### config.mk
export PLATFORM = sky130hd
export DESIGN_NAME = char_lcd_controller
export DESIGN_NICKNAME = d
export VERILOG_FILES = /design/src/design/clc_pkg.sv /design/src/design/clc_dram.sv /design/src/design/clc_core.sv /design/src/design/char_lcd_controller.sv
export SDC_FILE = /design/constraint.sdc
export NUM_CORES = 1
export LEC_CHECK = 0
export BUFFER_PORTS_ARGS = -buffer_cell sky130_fd_sc_hd__buf_2
export CORE_UTILIZATION = 25
export DETAILED_ROUTE_END_ITERATION = 12
export PLACE_DENSITY_LB_ADDON = 0.3
export SLEW_MARGIN = 10
export SYNTH_ARGS = -nofsm -noshare
export SYNTH_HDL_FRONTEND = slang
export SYNTH_SLANG_ARGS = --single-unit
### constraint.sdc
create_clock -name clk -period 18.7 [get_ports clk]
set_input_delay 1.87 -clock clk [delete_from_list [all_inputs] [get_ports clk]]
set_output_delay 1.87 -clock clk [all_outputs]
set_load 0.02 [all_outputs]
### src/design/clc_pkg.sv
// Package for the character LCD controller.
// Shared constants, item codes and the structs passed between the core,
// the display RAM and the top level. No dependencies.
`timescale 1ns / 1ps

package clc_pkg;

  localparam int ROW_LENGTH_DEF = 40;
  localparam int RAM_DEPTH_DEF  = 80;

  // full display address: line * ROW_LENGTH + column, below 128
  localparam int ADDR_W  = 7;
  localparam int CFG_IDX_W = 2;

  localparam logic [2:0] FN_CMD     = 3'd0;
  localparam logic [2:0] FN_DATA_WR = 3'd1;
  localparam logic [2:0] FN_STATUS  = 3'd2;
  localparam logic [2:0] FN_DATA_RD = 3'd3;
  localparam logic [2:0] FN_TICK    = 3'd4;
  localparam logic [2:0] FN_FETCH   = 3'd5;

  localparam logic [CFG_IDX_W-1:0] CFG_SHORT_BUSY = 2'd0;
  localparam logic [CFG_IDX_W-1:0] CFG_CLEAR_BUSY = 2'd1;

  localparam logic [15:0] SHORT_BUSY_RST = 16'd39;
  localparam logic [15:0] CLEAR_BUSY_RST = 16'd1350;

  // mode flag bit positions
  localparam int FL_WIDE  = 0;
  localparam int FL_TWO   = 1;
  localparam int FL_BIG   = 2;
  localparam int FL_DISP  = 3;
  localparam int FL_CURS  = 4;
  localparam int FL_BLINK = 5;
  localparam logic [5:0] FLAGS_RST = 6'b000001;

  localparam logic [7:0] CLEAR_CHAR = 8'h20;
  localparam logic [7:0] ROW0_FILL  = 8'hff;
  localparam logic [7:0] ROW1_FILL  = 8'h00;

  typedef struct packed {
    logic              rd_en;
    logic              wr_en;
    logic              clr;
    logic [ADDR_W-1:0] addr;
    logic [7:0]        wdata;
  } clc_mem_req_t;

  typedef struct packed {
    logic [7:0] read_data;
    logic       busy_res;
    logic       display_enabled;
    logic       cursor_shown;
    logic       cursor_blinks;
    logic       wide_bus;
    logic       two_rows;
    logic       big_font;
  } clc_res_t;

endpackage

### src/design/clc_dram.sv
// Display RAM: synchronous memory with a registered read.
// Per-entry valid bits give the reset or clear fill for unwritten cells.
// Depends on clc_pkg.
`timescale 1ns / 1ps

module clc_dram import clc_pkg::*; #(
  parameter int RAM_DEPTH = RAM_DEPTH_DEF
) (
  input  logic         clk,
  input  logic         rst_n,
  input  clc_mem_req_t req,
  output logic [7:0]   rdata
);

  localparam int IW = $clog2(RAM_DEPTH);
  localparam logic [ADDR_W:0] HALF = (ADDR_W + 1)'(RAM_DEPTH / 2);

  logic [7:0]           mem [RAM_DEPTH];
  logic [RAM_DEPTH-1:0] valid_r;
  logic                 cleared_r;
  logic [7:0]           mem_q_r;
  logic [7:0]           fill_q_r;
  logic                 hit_q_r;
  logic [IW-1:0]        idx;

  assign idx = req.addr[IW-1:0];

  // clear invalidates every cell at once; unwritten cells then read as blanks
  always_ff @(posedge clk) begin
    if (!rst_n) begin
      valid_r   <= '0;
      cleared_r <= 1'b0;
    end else if (req.clr) begin
      valid_r   <= '0;
      cleared_r <= 1'b1;
    end else if (req.wr_en) begin
      valid_r[idx] <= 1'b1;
    end
  end

  always_ff @(posedge clk) begin
    if (req.wr_en) begin
      mem[idx] <= req.wdata;
    end
  end

  always_ff @(posedge clk) begin
    if (req.rd_en) begin
      mem_q_r <= mem[idx];
      hit_q_r <= valid_r[idx];
      if (cleared_r) begin
        fill_q_r <= CLEAR_CHAR;
      end else if ({1'b0, req.addr} < HALF) begin
        fill_q_r <= ROW0_FILL;
      end else begin
        fill_q_r <= ROW1_FILL;
      end
    end
  end

  assign rdata = hit_q_r ? mem_q_r : fill_q_r;

endmodule

### src/design/clc_core.sv
// Control core: command decode, cursor, mode flags, nibble assembly,
// busy counter and configuration registers; drives the display RAM port.
// Depends on clc_pkg.
`timescale 1ns / 1ps

module clc_core import clc_pkg::*; #(
  parameter int ROW_LENGTH = ROW_LENGTH_DEF,
  parameter int RAM_DEPTH  = RAM_DEPTH_DEF
) (
  input  logic                 clk,
  input  logic                 rst_n,
  input  logic                 in_valid,
  output logic                 in_ready,
  input  logic [2:0]           in_func,
  input  logic [7:0]           in_bus_data,
  input  logic [1:0]           in_view_row,
  input  logic [5:0]           in_view_col,
  input  logic                 cfg_we,
  input  logic [CFG_IDX_W-1:0] cfg_index,
  input  logic [15:0]          cfg_data,
  output clc_mem_req_t         mem_req,
  input  logic [7:0]           mem_rdata,
  output clc_res_t             res,
  output logic                 res_valid,
  input  logic                 res_ready
);

  localparam logic [ADDR_W-1:0] RL7    = ADDR_W'(ROW_LENGTH);
  localparam logic [ADDR_W:0]   DEPTH8 = (ADDR_W + 1)'(RAM_DEPTH);

  typedef enum logic [2:0] {
    ST_IDLE = 3'b001,
    ST_EXEC = 3'b010,
    ST_RESP = 3'b100
  } clc_state_t;

  clc_state_t state_r, state_nxt;

  logic [2:0]  func_r;
  logic [7:0]  bus_r;
  logic [1:0]  vrow_r;
  logic [5:0]  vcol_r;

  logic [5:0]  col_r, col_nxt;
  logic        line_r, line_nxt;
  logic [5:0]  flags_r, flags_nxt;
  logic        phase_r, phase_nxt;
  logic [7:0]  hold_r, hold_nxt;
  logic [15:0] busy_r, busy_nxt;
  logic [15:0] short_r, clrt_r;
  logic [7:0]  rd_r, rd_nxt;
  logic        from_mem_r, from_mem_nxt;
  logic        addr_ok_r, addr_ok_nxt;

  logic              wide;
  logic [7:0]        wbyte;
  logic              wdone;
  logic [ADDR_W-1:0] cur_addr, fetch_addr;
  logic              cur_ok, fetch_ok;
  logic [5:0]        col_inc;
  logic [ADDR_W-1:0] modv;
  logic [7:0]        status;

  assign wide  = flags_r[FL_WIDE];
  assign wbyte = wide ? bus_r : {hold_r[3:0], bus_r[7:4]};
  // narrow bus completes on the second nibble, while the phase is 0 (it then returns to 1)
  assign wdone = wide | ~phase_r;

  assign cur_addr = line_r ? (RL7 + {1'b0, col_r}) : {1'b0, col_r};
  assign cur_ok   = {1'b0, cur_addr} < DEPTH8;
  assign fetch_addr = vrow_r[0] ? (RL7 + {1'b0, vcol_r}) : {1'b0, vcol_r};
  assign fetch_ok   = !vrow_r[1] && ({1'b0, vcol_r} < RL7) &&
                      ({1'b0, fetch_addr} < DEPTH8);

  assign col_inc = (({1'b0, col_r} + 7'd1) == RL7) ? 6'd0 : col_r + 6'd1;
  assign status  = {busy_r != 16'd0, line_r, col_r};

  // column of a set-address command, modulo the row length
  always_comb begin
    modv = {1'b0, wbyte[5:0]};
    for (int k = 0; k < 8; k++) begin
      if (modv >= RL7) begin
        modv = modv - RL7;
      end
    end
  end

  assign in_ready = (state_r == ST_IDLE);

  always_comb begin
    col_nxt      = col_r;
    line_nxt     = line_r;
    flags_nxt    = flags_r;
    phase_nxt    = phase_r;
    hold_nxt     = hold_r;
    busy_nxt     = busy_r;
    rd_nxt       = 8'd0;
    from_mem_nxt = 1'b0;
    addr_ok_nxt  = 1'b0;
    mem_req       = '0;
    mem_req.addr  = cur_addr;
    mem_req.wdata = wbyte;
    if (state_r == ST_EXEC) begin
      unique case (func_r)
        FN_CMD: begin
          if (!wide) begin
            hold_nxt  = wbyte;
            phase_nxt = ~phase_r;
          end
          if (wdone) begin
            priority if (wbyte[7]) begin
              col_nxt  = modv[5:0];
              line_nxt = wbyte[6];
              if (busy_r == 16'd0) busy_nxt = short_r;
            end else if (wbyte[6]) begin
              // glyph address: glyph RAM is not stored, nothing visible
            end else if (wbyte[5]) begin
              flags_nxt = {flags_r[FL_BLINK:FL_DISP], wbyte[2], wbyte[3], wbyte[4]};
              if (!wbyte[4]) phase_nxt = 1'b1;
              if (busy_r == 16'd0) busy_nxt = short_r;
            end else if (wbyte[4]) begin
              // shift: ignore
            end else if (wbyte[3]) begin
              flags_nxt = {wbyte[0], wbyte[1], wbyte[2], flags_r[FL_BIG:FL_WIDE]};
            end else if (wbyte[2]) begin
              // entry mode: ignore
            end else if (wbyte[1]) begin
              col_nxt  = 6'd0;
              line_nxt = 1'b0;
            end else if (wbyte[0]) begin
              mem_req.clr = 1'b1;
              if (busy_r == 16'd0) busy_nxt = clrt_r;
            end else begin
              // null command
            end
          end
        end
        FN_DATA_WR: begin
          if (!wide) begin
            hold_nxt  = wbyte;
            phase_nxt = ~phase_r;
          end
          mem_req.wr_en = wdone & cur_ok;
          // advance condition matches write completion
          if (wdone) col_nxt = col_inc;
        end
        FN_STATUS: begin
          if (wide) begin
            rd_nxt = status;
          end else begin
            phase_nxt = ~phase_r;
            rd_nxt    = phase_r ? {status[3:0], 4'd0} : status;
          end
        end
        FN_DATA_RD: begin
          mem_req.rd_en = 1'b1;
          from_mem_nxt  = 1'b1;
          addr_ok_nxt   = cur_ok;
          if (wide || phase_r) col_nxt = col_inc;
        end
        FN_TICK: begin
          if (busy_r != 16'd0) busy_nxt = busy_r - 16'd1;
        end
        FN_FETCH: begin
          mem_req.rd_en = 1'b1;
          mem_req.addr  = fetch_addr;
          from_mem_nxt  = 1'b1;
          addr_ok_nxt   = fetch_ok;
        end
        default: begin
        end
      endcase
    end
  end

  always_comb begin
    state_nxt = state_r;
    unique case (state_r)
      ST_IDLE: if (in_valid) state_nxt = ST_EXEC;
      ST_EXEC: state_nxt = ST_RESP;
      ST_RESP: if (res_ready) state_nxt = ST_IDLE;
      default: state_nxt = ST_IDLE;
    endcase
  end

  always_ff @(posedge clk) begin
    if (!rst_n) begin
      state_r <= ST_IDLE;
      col_r   <= 6'd0;
      line_r  <= 1'b0;
      flags_r <= FLAGS_RST;
      phase_r <= 1'b1;
      hold_r  <= 8'd0;
      busy_r  <= 16'd0;
      short_r <= SHORT_BUSY_RST;
      clrt_r  <= CLEAR_BUSY_RST;
    end else begin
      state_r <= state_nxt;
      if (state_r == ST_EXEC) begin
        col_r   <= col_nxt;
        line_r  <= line_nxt;
        flags_r <= flags_nxt;
        phase_r <= phase_nxt;
        hold_r  <= hold_nxt;
        busy_r  <= busy_nxt;
      end
      if (cfg_we && cfg_index == CFG_SHORT_BUSY) short_r <= cfg_data;
      if (cfg_we && cfg_index == CFG_CLEAR_BUSY) clrt_r <= cfg_data;
    end
  end

  always_ff @(posedge clk) begin
    if (in_valid && in_ready) begin
      func_r <= in_func;
      bus_r  <= in_bus_data;
      vrow_r <= in_view_row;
      vcol_r <= in_view_col;
    end
    if (state_r == ST_EXEC) begin
      rd_r       <= rd_nxt;
      from_mem_r <= from_mem_nxt;
      addr_ok_r  <= addr_ok_nxt;
    end
  end

  assign res_valid           = (state_r == ST_RESP);
  assign res.read_data       = from_mem_r ? (addr_ok_r ? mem_rdata : 8'd0) : rd_r;
  assign res.busy_res        = (busy_r != 16'd0);
  assign res.display_enabled = flags_r[FL_DISP];
  assign res.cursor_shown    = flags_r[FL_CURS];
  assign res.cursor_blinks   = flags_r[FL_BLINK];
  assign res.wide_bus        = flags_r[FL_WIDE];
  assign res.two_rows        = flags_r[FL_TWO];
  assign res.big_font        = flags_r[FL_BIG];

endmodule

### src/design/char_lcd_controller.sv
// Top level of the character LCD controller: core, display RAM and
// the output register. Depends on clc_pkg, clc_core and clc_dram.
//
// Usage:
//   Input channel (in_valid/in_ready) carries one bus transaction: command
//   write, data write, status read, data read, timer tick or display fetch.
//   Output channel (out_valid/out_ready) returns exactly one result per
//   input transaction: read byte, busy flag and the mode flags after it.
//   Config channel (cfg_valid/cfg_ready, always ready) writes the short
//   and clear busy tick counts; write only while the block is idle.
// Timing:
//   An item is accepted in the idle state, executed in the next cycle
//   (display RAM read or write issued there) and its result is formed in
//   the respond state from the registered RAM data. The core takes no new
//   item until that result has been taken from the respond state, as set
//   by the idle/execute/respond sequence of the core.
//   Clear display invalidates all cells at once.
// Reset (rst_n low, synchronous): cursor home, 8-bit bus mode, busy count
//   zero, RAM reads row 0 as 0xff and row 1 as 0x00 until written.
// Stall: a result waits in the output register; the next item is still
//   taken and executed, then holds until the register frees.
`timescale 1ns / 1ps

module char_lcd_controller import clc_pkg::*; #(
  parameter int ROW_LENGTH = ROW_LENGTH_DEF,
  parameter int RAM_DEPTH  = RAM_DEPTH_DEF
) (
  input  logic                 clk,
  input  logic                 rst_n,
  input  logic                 in_valid,
  output logic                 in_ready,
  input  logic [2:0]           in_func,
  input  logic [7:0]           in_bus_data,
  input  logic [1:0]           in_view_row,
  input  logic [5:0]           in_view_col,
  output logic                 out_valid,
  input  logic                 out_ready,
  output logic [7:0]           out_read_data,
  output logic                 out_busy_res,
  output logic                 out_display_enabled,
  output logic                 out_cursor_shown,
  output logic                 out_cursor_blinks,
  output logic                 out_wide_bus,
  output logic                 out_two_rows,
  output logic                 out_big_font,
  input  logic                 cfg_valid,
  output logic                 cfg_ready,
  input  logic [CFG_IDX_W-1:0] cfg_index,
  input  logic [15:0]          cfg_data
);

  clc_mem_req_t mem_req;
  logic [7:0]   mem_rdata;
  clc_res_t     res;
  logic         res_valid;
  logic         res_ready;
  logic         out_valid_r;
  clc_res_t     out_r;

  assign cfg_ready = 1'b1;

  clc_core #(
    .ROW_LENGTH (ROW_LENGTH),
    .RAM_DEPTH  (RAM_DEPTH)
  ) u_core (
    .clk         (clk),
    .rst_n       (rst_n),
    .in_valid    (in_valid),
    .in_ready    (in_ready),
    .in_func     (in_func),
    .in_bus_data (in_bus_data),
    .in_view_row (in_view_row),
    .in_view_col (in_view_col),
    .cfg_we      (cfg_valid & cfg_ready),
    .cfg_index   (cfg_index),
    .cfg_data    (cfg_data),
    .mem_req     (mem_req),
    .mem_rdata   (mem_rdata),
    .res         (res),
    .res_valid   (res_valid),
    .res_ready   (res_ready)
  );

  clc_dram #(
    .RAM_DEPTH (RAM_DEPTH)
  ) u_dram (
    .clk   (clk),
    .rst_n (rst_n),
    .req   (mem_req),
    .rdata (mem_rdata)
  );

  // output register: load when empty or being drained
  assign res_ready = !out_valid_r || out_ready;

  always_ff @(posedge clk) begin
    if (!rst_n) begin
      out_valid_r <= 1'b0;
    end else if (res_ready) begin
      out_valid_r <= res_valid;
    end
  end

  always_ff @(posedge clk) begin
    if (res_ready && res_valid) begin
      out_r <= res;
    end
  end

  assign out_valid           = out_valid_r;
  assign out_read_data       = out_r.read_data;
  assign out_busy_res        = out_r.busy_res;
  assign out_display_enabled = out_r.display_enabled;
  assign out_cursor_shown    = out_r.cursor_shown;
  assign out_cursor_blinks   = out_r.cursor_blinks;
  assign out_wide_bus        = out_r.wide_bus;
  assign out_two_rows        = out_r.two_rows;
  assign out_big_font        = out_r.big_font;

endmodule
---- After elaboration in Yosys (flattened, before gate mapping) ----
Memory sizes are Yosys's and may differ from the RTL's. A register that Yosys moved wholly into a read port is not among the register bits.
Index checks and enable logic that the tools add are counted.
operators by class
  shift operators ......................... 0
  mux-type cells .......................... 82
  div/mod/pow operators ................... 0
  add/subtract/negate cells ............... 13
  order comparisons ....................... 14
  multipliers ............................. 0
  equality and inequality tests ........... 33
  bitwise logic cells ..................... 10
  reductions and logical operators ........ 31
operator list
  kind                                                                     count
  16-bit two-way mux                                                       12
  80-bit OR                                                                1
  6-bit two-way mux                                                        12
  7-bit two-way mux                                                        10
  8-bit two-way mux                                                        7
  7-bit by 6-bit >= comparator with 1-bit output, second input constant    7
  7-bit by 6-bit subtractor with 7-bit output, second input constant       6
  16-bit one-hot mux with 2 select lines                                   1
  1-bit two-way mux                                                        29
  11-bit AND reduction                                                     2
  2-bit by 1-bit inequality test with 1-bit output, second input constant  9
  6-bit one-hot mux with 3 select lines                                    1
  16-bit logical NOT                                                       1
  4-bit by 2-bit inequality test with 1-bit output, second input constant  4
  16-bit nonzero test                                                      1
  16-bit by 1-bit subtractor with 16-bit output, second input constant     1
  3-bit by 2-bit inequality test with 1-bit output, second input constant  5
  6-bit by 6-bit adder with 7-bit output, first input constant             2
  7-bit < comparator, second input constant                                2
  3-bit two-way mux                                                        4
  10-bit two-way mux                                                       1
  3-bit by 2-bit == test with 1-bit output, second input constant          3
  3-bit == test, second input constant                                     3
  3-bit one-hot mux with 3 select lines                                    1
  other kinds (34)                                                         58
word-level totals
  latch bits .............................. 0
  output and inout bits ................... 18
  memories ................................ 1
  memory bits (writable) .................. 640
  bits of input ports ..................... 42
  flip-flop bits (word level) ............. 204
  memory bits (read-only) ................. 0
memories
  name        words  bits a word  read ports  clocked after Yosys merged registers in  wr ports  RTL line        RTL
  u_dram.mem  80     8            1           1                                        1         clc_dram.sv:18  logic [7:0] mem [RAM_DEPTH];

---- Depth between registers and ports, before layout ----
  word-level depth ........................ 20
  depth in mapped cells ................... 43
  depth with buffers taken out ............ 41

---- Cells and area by module ----
From an unflattened synthesis, not the netlist that was laid out.
second synthesis, totals
  cell total of the unflattened synthesis .. 2386
  area, all modules ....................... 35416.5 um^2
by module, submodules not included
  module               times used  area an instance (um^2)  seq. area each (um^2)  cells each
  clc_dram             1           28521.1                  21170.3                1608
  clc_core             1           6376.1                   2252.2                 756
  char_lcd_controller  1           519.2                    470.5                  22

---- Worst setup path before layout ----
Ideal clock, no wire load.
  path kind ............................... register -> register
  start point ............................. register u_core.flags_r[0]
  end point ............................... register u_core.col_r[4]
  cell stages (with the launch flop) ...... 42
  setup slack ............................. 10476 ps
  arrival ................................. 8099 ps
  period minus slack after synthesis ...... 8224 ps
  setup time .............................. 125 ps
  buffers on the path ..................... 1
  cell sequence ........................... dfxtp_1 > buf_6 > mux2i_2 > inv_1 > ha_1 > inv_1 > a211oi_4 > nor2_1 > nand2_1 > o21ai_0 > ha_1 > o21ai_0 > nand2_1 > a211oi_1 > o31ai_2 > ha_1 > nor3b_1 > o31ai_1 > [... 6 more ...] > mux2_4 > ha_1 > nand2_1 > o21ai_0 > nand2_1 > o211ai_2 > nor2b_1 > mux2i_1 > inv_1 > ha_1 > a31o_2 > o31ai_1 > ha_1 > a211o_1 > o21ai_1 > nand2b_1 > mux2i_1 > a211oi_2
RTL lines
  what                      RTL line         RTL
  start: declaration        clc_core.sv:46   logic [5:0] flags_r, flags_nxt;
  start signal: assignment  clc_core.sv:202  flags_r <= flags_nxt;
  end signal: assignment    clc_core.sv:200  col_r <= col_nxt;
  end: declaration          clc_core.sv:44   logic [5:0] col_r, col_nxt;

==> summary.txt <==
Timing
  • Crit path time final: about 9.8 ns
  • Fmax: 102 MHz
  • Worst Tran Pin Value: 1.17 ns
  • Final Max Tran Viols: 0
  • Setup Skew: about 0.036 ns
  • Worst setup margin: between 8 and 9 ns
  • Final Cycle Share: 0.522
  • Final Hold Fails: 0
  • Final setup fails: 0
  • Slew margin rel.: 0.216
  • RSZ-0062 raised after global routing: no
  • Setup_tns: 0 ns

Floorplan
  • Die Span Y: between 300 and 400 um
  • I/O pins: 60
  • Row count: roughly 140
  • Die area: roughly 0.14 sq mm
  • Core Region: about 0.14 sq mm
  • Die width: 371 um
  • Starting density of the core: 0.252

Pwr
  • Power Total: between 4 and 5 mW
  • P_leak: between 10 and 15 nW
  • Pwr/cell area: 104 mW/mm^2
  • Peak supply drop: between 0.07 and 0.08 mV

Critical path
  • Worst path slowest cell: dfxtp_1
  • R2R Setup Slk: a little under 9 ns
  • Delay of the slowest critical-path stage: 0.88 ns
  • Critical Path End Type: register
  • Reg-to-reg startpoint: u_core.flags_r[0]
  • Worst setup SP type: register
  • Crit Path Category: reg -> reg
  • Worst EP arrival: just over 10 ns
  • Critical Path RT: between 15 and 20 ns
  • Reg2reg path depth: 41
  • FF-to-FF End: u_core.col_r[4]
  • Crit Path Max Fanout: 87
  • Most used cell, CP: ha_1

Global routing
  • Antenna violations before repair: 4
  • Total grt overflow: 0
  • Global Route Usage Sum: 0.153
  • Via count of the first global-routing pass: ~22k
  • First-pass GRT wire length: 156000 um
  • Largest net degree at the start of global routing: 88

Clocking
  • Clk buf depth: 3
  • Post-CTS Setup Bufs: 0
  • Clock sink count: between 800 and 900
  • TritonCTS clock tree: done
  • Worst-Skew Late Latency: between 0.6 and 0.7 ns
  • Total CTS buffers: slightly above 90
  • CTS Root Cell: clkbuf_16
  • CTS clk-pin slew, worst paths: around 0.060 ns
  • CTS H-tree depth: 3
  • Hold_buf cts: 0
  • Resize count post-CTS: 0

Drt
  • Metal2 WL: slightly below 50000 um
  • Met3 wire length: approximately 7000 um
  • Via count: approximately 23k
  • WL met1: between 40000 and 50000 um
  • DRT antenna net count: 0
  • Router iterations before antenna repair: 6
  • DR WL/cell: between 20 and 25 um
  • DRC: 0
  • Vias per inst: approximately 5
  • Initial DRC count: around 2.5k
  • DR top layer: met5
  • Final WL: approximately 110000 um

Yosys
  • Top-count cell post-synth: edfxtp_1
  • Synthesized net count: between 2k and 3k
  • Mapped Area: roughly 0.034 sq mm
  • Register area share after synthesis: 0.702
  • Asr flop ratio synth: 0
  • Gate Count Post-Synth: approximately 2.6k
  • Post-synth top area cell: edfxtp_1
  • Area contributors post-synth: edfxtp_1 61%, dfxtp_1 8.9%, nand2_1 3.7%, a22oi_1 2.9%, a21oi_1 2.8%
  • Synth Flop Type: edfxtp_1
  • Ys Warns: 0
  • Number of synthesized register bits: about 850
  • Post-synth EDFFs: slightly below 700
  • Commonest cells post-synth: 695 x edfxtp_1, 337 x nand2_1, 198 x nor2_1
  • Share of the synthesized area in the top cell type: 0.613
  • Distinct cell type count after synthesis: 92
  • Syn Area/Cell: 13.0 sq um

Flow run
  • MaxCap Viol Count: 0

Placement
  • Placed Cells: 4349
  • GPL Wtd Cong: approximately 0.8
  • PortBufs: 58
  • Pre-CTS setup slack: around 9.1 ns
  • Post-DP HPWL: around 63000 um

Layout
  • Layout area overhead: 16.5%
  • Layout cells sized above 1: 0.115
  • Post-layout util: 0.293
  • Fin cells: ~4.5k
  • NumNets Final: 2720
  • Ant. Diodes: 0
  • Fillers: around 14k

Hold path
  • Hold Path Class: reg -> reg
  • Hold Startpoint: u_core.flags_r[3]
  • Hold path cells: 0
  • Worst hold endpoint: out_display_enabled

Outcome
  • Status: finished clean
## worst max-delay path: cells and delay by family, from the launching register on
family / cells / cell delay, ns
AOI/OAI and AO/OA: 17 / 3.27
adders and majority gates: 7 / 1.81
buffers and inverters: 4 / 0.69
DFF: 1 / 0.88
muxes: 4 / 1.52
and+or+nand+nor: 9 / 1.48
## through the flow
stage               hold slack [ns]  instance area (sq um)
floorplan                     0.408                  34000
global placement              0.421                  36500
detailed placement            0.423                  36500
CTS                           0.438                  39700
global route                  0.450                  39700
finish                        0.437                  39700
## worst max path at each step
stage                            startpoint               to  slack, ns  cells past startpoint
after floorplan           u_core.flags_r[0]  u_core.col_r[4]      10.48                     41
after global placement    u_core.flags_r[0]  u_core.col_r[4]       9.22                     41
after detailed placement  u_core.flags_r[0]  u_core.col_r[4]       9.08                     41
after CTS                 u_core.flags_r[0]  u_core.col_r[4]       9.03                     41
after global routing      u_core.flags_r[0]  u_core.col_r[4]       8.11                     41
final                     u_core.flags_r[0]  u_core.col_r[4]       8.93                     41
## registers in the layout, indices dropped and copies added, names as in the netlist, 8 cells and up
register,count
u_core.short_r,16
u_dram.mem,640
u_core.bus_r,8
out_read_data,8
u_dram.valid_r,80
u_core.clrt_r,16
u_core.busy_r,16
u_core.rd_r,8
u_dram.mem_q_r,8
## layout by cell type (no fill, tap or decap), types with 11 or more instances in the layout
| cell type | Yosys | routed |
|---|---|---|
| bufinv_16 | 0 | 12 |
| and3_1 | 13 | 13 |
| a311oi_1 | 11 | 11 |
| nor2_1 | 198 | 187 |
| o221ai_1 | 12 | 12 |
| a22oi_1 | 133 | 133 |
| mux2i_1 | 38 | 34 |
| a22o_1 | 40 | 40 |
| nand2b_1 | 11 | 11 |
| inv_1 | 29 | 25 |
| o211ai_1 | 24 | 24 |
| clkinv_1 | 1 | 18 |
| o21a_1 | 84 | 84 |
| o22ai_1 | 23 | 23 |
| dfxtp_1 | 151 | 151 |
| clkinv_2 | 0 | 15 |
| nor3_1 | 18 | 18 |
| a21oi_1 | 190 | 190 |
| nand3_1 | 68 | 68 |
| edfxtp_1 | 695 | 695 |
| a211oi_1 | 26 | 26 |
| buf_4 | 2 | 50 |
| nand2_1 | 337 | 337 |
| clkbuf_16 | 0 | 94 |
| nand4_1 | 47 | 47 |
| clkbuf_1 | 127 | 17 |
| nor2b_1 | 15 | 15 |
| buf_2 | 4 | 58 |
| o21ai_0 | 83 | 81 |
| a221oi_1 | 54 | 54 |
| ha_1 | 15 | 15 |
## logic make-up (layout without fill, tap and decap cells)
group | after synthesis | in the layout | synth area share
flops | 846 | 846 | 0.702
compound gates | 757 | 757 | 0.154
simple gates | 751 | 751 | 0.0973
buf+inv | 190 | 313 | 0.0218
mux | 50 | 50 | 0.0164
fa+ha+maj | 15 | 15 | 0.00551
xor+xnor | 9 | 9 | 0.00254
other cells | 1 | 1 | 0.000110
## area by class of cell
cell class,count,area [sq um],area share
clock buffer,116,2480,0.0627
clock inverter,58,676,0.0170
multi-input combinational,1583,9590,0.242
sequential,846,23900,0.602
inverter,31,116,0.00293
tap,1781,2230,0.0562
timing repair buffer,108,666,0.0168
## power breakdown
group          internal [mW]  switching, mW  total (mW)
logic                 0.0501          0.127       0.178
registers               2.05        0.00678        2.06
clock network           1.12          0.784        1.90
total                   3.21          0.919        4.13
## routing by layer
metal  track usage  up-vias
met5             0        -
li1              -    10200
met4        0.0438        4
met3        0.0238      170
met2         0.237      880
met1         0.220    11700
Power figures use the tool's default switching activity.
